**src/rtl/ookrc_pkg.sv**
```systemverilog
// ----------------------------------------------------------------------------
// ookrc_pkg
// Shared constants and types for the OOK relative-change bit slicer.
// ----------------------------------------------------------------------------
package ookrc_pkg;

    localparam int MAG_W       = 24;   // band magnitude / previous level
    localparam int SUM_W       = 27;   // calibration sum
    localparam int CNT_W       = 3;    // calibration count
    localparam int RISE_W      = 8;
    localparam int FALL_W      = 7;
    localparam int CFG_IDX_W   = 1;
    localparam int CFG_DATA_W  = 8;
    localparam int IN_TDATA_W  = 24;
    localparam int OUT_TDATA_W = 8;

    localparam logic [CNT_W-1:0] CALIB_FRAMES = 3'd5;

    // Register indexes on the configuration port
    localparam logic [CFG_IDX_W-1:0] REG_RISE = 1'd0;
    localparam logic [CFG_IDX_W-1:0] REG_FALL = 1'd1;

    localparam logic [RISE_W-1:0] RISE_RESET = 8'd50;
    localparam logic [FALL_W-1:0] FALL_RESET = 7'd50;

    // Mean by reciprocal multiplication: sum * ceil(2^MEAN_SHIFT / CALIB_FRAMES)
    // gives the exact truncated quotient for any 27-bit sum and frame counts up to 7
    localparam int MEAN_SHIFT   = 30;
    localparam int MEAN_RECIP_W = 31;
    localparam int MEAN_PROD_W  = SUM_W + MEAN_RECIP_W;
    localparam logic [MEAN_RECIP_W-1:0] MEAN_RECIP = MEAN_RECIP_W'(
        ((64'd1 << MEAN_SHIFT) + 64'(CALIB_FRAMES) - 64'd1) / 64'(CALIB_FRAMES));

    typedef struct packed {
        logic             done;
        logic [MAG_W-1:0] quotient;
    } t_div_rsp;

endpackage

```
**src/rtl/ookrc_decide.sv**
```systemverilog
// ----------------------------------------------------------------------------
// ookrc_decide
// Hysteresis decision from the cross-multiplied relative change.
// ----------------------------------------------------------------------------
module ookrc_decide (
    input  logic [ookrc_pkg::MAG_W-1:0]  i_mag,
    input  logic [ookrc_pkg::MAG_W-1:0]  i_prev,
    input  logic [ookrc_pkg::RISE_W-1:0] i_rise,
    input  logic [ookrc_pkg::FALL_W-1:0] i_fall,
    input  logic                         i_dec,
    output logic                         o_dec
);
    import ookrc_pkg::*;

    localparam int PROD_W = MAG_W + 9;

    logic [MAG_W+6:0]         w_mag100;
    logic signed [7:0]        w_kfall;
    logic [8:0]               w_krise;
    logic signed [PROD_W-1:0] w_fall_rhs;
    logic [PROD_W-1:0]        w_rise_rhs;
    logic                     w_fall;
    logic                     w_rise;

    // 100*(mag-prev) <= -fall*prev  <=>  100*mag <= (100-fall)*prev
    // 100*(mag-prev) >=  rise*prev  <=>  100*mag >= (100+rise)*prev
    assign w_mag100   = (MAG_W+7)'(i_mag) * (MAG_W+7)'(100);
    assign w_kfall    = 8'sd100 - $signed({1'b0, i_fall});
    assign w_krise    = 9'(i_rise) + 9'd100;
    assign w_fall_rhs = PROD_W'(w_kfall * $signed({1'b0, i_prev}));
    assign w_rise_rhs = PROD_W'(w_krise) * PROD_W'(i_prev);

    always_comb begin
        if (i_prev == '0) begin
            // no change when there is no previous level
            w_fall = (i_fall == '0);
            w_rise = (i_rise == '0);
        end else begin
            w_fall = $signed({2'b00, w_mag100}) <= w_fall_rhs;
            w_rise = {2'b00, w_mag100} >= w_rise_rhs;
        end
    end

    assign o_dec = i_dec ? !w_fall : w_rise;

endmodule

```
**config.mk**
```make
export PLATFORM = sky130hd
export DESIGN_NAME = ookrc_decide
export DESIGN_NICKNAME = d
export VERILOG_FILES = /design/src/rtl/ookrc_pkg.sv /design/src/rtl/ookrc_decide.sv
export SDC_FILE = /design/constraint.sdc
export NUM_CORES = 1
export LEC_CHECK = 0
export BUFFER_PORTS_ARGS = -buffer_cell sky130_fd_sc_hd__buf_2
export CORE_MARGIN = 1
export CORE_UTILIZATION = 49
export DETAILED_ROUTE_END_ITERATION = 10
export PLACE_DENSITY = 0.77
export SLEW_MARGIN = 20
export SYNTH_ARGS = -nofsm -noshare
export SYNTH_HDL_FRONTEND = slang
export SYNTH_SLANG_ARGS = --single-unit
```
**constraint.sdc**
```tcl
create_clock -name vclk -period 17.07
set_clock_uncertainty 0.05 [all_clocks]
set_input_delay 0.8535 -clock vclk [all_inputs]
set_output_delay 0.8535 -clock vclk [all_outputs]
set_load 0.005 [all_outputs]
```
==> key figures <==
Outcome
  • Status: finished clean

Floorplan
  • Die ar.: 35500 µm²
  • Initial Util: 0.502
  • Die Ht: 188 µm
  • Core ar.: 33900 µm²
  • Row cnt: 67
  • Die width: 188 µm
  • Ports: 65

Drt
  • Starting DRC count in detailed routing: 745
  • WL/cell: 15.6 µm
  • TritonRoute pass-1 iters: 5
  • Via count: 13557
  • Via density: 5.38
  • Antenna Nets Post-Route: 0
  • # DRC: 0
  • Final WL: 39.4 mm

Synth
  • Synth area leader: fa_1
  • Complex-gate fraction of the synthesized area: 0.0969
  • Post-synth net total: 2692
  • Mean Syn Cell Area: 8.27 µm²
  • Post-synthesis cell area: 17000 µm²
  • Share of the synthesized area in the top cell type: 0.361
  • Post-Synthesis Cells: 2056
  • Synth warn: 0
  • Synth unique cells: 63
  • Dominant cells by area after synthesis: fa_1 (36%), ha_1 (19%), inv_1 (11%), and2_1 (8.7%), nand2_1 (4.3%)
  • Xor/xnor share of the synthesized area: 0.0412
  • Simple-Gate Fraction of Synth Area: 0.183
  • Sequential share of the synthesized area: 0
  • Post-synthesis adder-cell area fraction: 0.556
  • Largest family of logic cells by synthesized area: adder cells
  • Mux cell area share after synthesis: 0.00118

Clock network
  • PostCTS Resize Cnt: 0
  • Postcts setup bufs: 0
  • CTS Hold Buffers Added: 0

Critical path
  • Worst path arrival time: 9450 ps
  • Levels on crit path: 37
  • CP delay by family, top: adder cells
  • Slowest cell on crit path: fa_1
  • Setup crit end kind: output pin
  • Setup crit start kind: input port
  • Buf/Inv on CP: 8
  • Max FO, Critical Path: 26
  • Delay of the slowest critical-path stage: 530 ps
  • Crit-path most repeated cell: inv_1
  • Worst Setup SP: i_fall[0]
  • WS Path Type: in2out
  • CP required: 16170 ps
  • CP endpoint: o_dec

Timing
  • Max Slew Vio Count: 0
  • Headroom to the max-slew limit: 0.365
  • Part of the cycle the worst path needs: 0.606
  • Fin crit period: 10350 ps
  • RSZ-0062 raised after global routing: no
  • Final Hold Fails: 0
  • Final setup vio count: 0
  • Worst slew pin tran: 940 ps
  • Max Freq: 96.6 MHz
  • TNS Setup: 0 ps

Finish
  • Nets: 2708
  • Clock buf count: 0
  • Number of sequential cells: 0
  • Area Overhead vs Synth: 4.39%
  • Layout cell share with drive strength beyond 1: 0.0507
  • Final Util: 0.524
  • Antenna Cells: 0
  • FF/Latch Area: 0 µm²

GRT
  • Antenna violations before repair: 0
  • First-pass GRT wire length: 68.0 mm
  • Overflow after GRT: 0
  • Largest net degree at the start of global routing: 27
  • Number of global-route vias before repair: 14854
  • Total GRT Usage: 0.233

Place
  • Port Buf Inserts: 65
  • Routability Congestion: 0.887
  • Post-DP HPWL: 32.7 mm

Worst hold path
  • HP Class: in2out
  • Hold Path Stages: 4

Flow run
  • Max-Cap Viols: 0
[per-layer routing]
layer / track usage / up-vias / part of all wire
met5: 0 / - / 0
met4: 0.0766 / 0 / 0.035
met3: 0.0156 / 86 / 0.043
met2: 0.447 / 344 / 0.53
met1: 0.273 / 6752 / 0.40
li1: - / 6375 / -
[cells in the mapped netlist (4+ instances only)]
cell type	n
nand2b_1	16
nand2_1	195
fa_1	307
nand3_1	12
nor2b_1	11
o21a_1	11
a21boi_0	4
o21bai_1	7
a2111oi_0	4
and2_1	237
nor3_1	16
o31ai_1	4
a211o_1	4
xnor2_1	44
ha_1	265
a31oi_1	7
or2_2	13
nor4_1	10
a21o_1	43
o21ai_0	41
xor2_1	36
a211oi_1	7
clkbuf_1	62
inv_1	487
o211ai_1	7
nor2_1	60
a21oi_1	77
nand4_1	17
[kinds of logic after synthesis]
| logic type | after synthesis |
|---|---|
| buffers and inverters | 550 |
| AOI/OAI and AO/OA | 249 |
| adders and majority gates | 572 |
| and+or+nand+nor | 603 |
| muxes | 2 |
| xor gates and xnor gates | 80 |
[how the worst min path moves through the flow]
stage | from | end | slack, ps
after floorplan | i_dec | o_dec | 1810
after global placement | i_dec | o_dec | 2170
after detailed placement | i_dec | o_dec | 2160
after CTS | i_dec | o_dec | 2160
after global routing | i_dec | o_dec | 2180
final | i_dec | o_dec | 2180
[tightest hold or removal path, delay by kind of cell]
kind | cells | cell delay (ps)
AND/OR/NAND/NOR | 1 | 160
AO/OA/AOI/OAI | 1 | 80
buffers and inverters | 2 | 280
[through the flow]
step	std cells	hold WS, ps	worst slack [ps]	instance area, µm²
3_3_place_gp	2518	2170	7110	17800
6_report	2518	2180	6720	17800
2_1_floorplan	2056	1810	7890	17000
4_1_cts	2518	2160	6750	17800
3_5_place_dp	2518	2160	6790	17800
5_1_grt	2518	2180	6080	17800
[cells in the final DEF (no fill, tap or decap), types with 10 or more instances in the layout]
| master | count |
|---|---|
| nand4_1 | 17 |
| xor2_1 | 35 |
| nand2_1 | 195 |
| fa_1 | 307 |
| nor2_1 | 60 |
| nor3_1 | 16 |
| and2_1 | 237 |
| a21o_1 | 43 |
| or2_2 | 13 |
| buf_2 | 65 |
| nand3_1 | 12 |
| ha_1 | 265 |
| a21oi_1 | 77 |
| nand2b_1 | 16 |
| nor2b_1 | 11 |
| o21a_1 | 11 |
| nor4_1 | 10 |
| o21ai_0 | 41 |
| inv_1 | 487 |
| xnor2_1 | 44 |
| buf_4 | 12 |
[layout make-up]
| class | instances | area (µm²) |
|---|---|---|
| fillers | 3156 | 16100 |
| inverters | 487 | 1830 |
| multi-input cells | 1506 | 15000 |
| well taps | 448 | 561 |
| repair buffers | 77 | 415 |
Power is not shown: default switching activity piles up to over one toggle a cycle in this logic, so the estimate is an artifact.
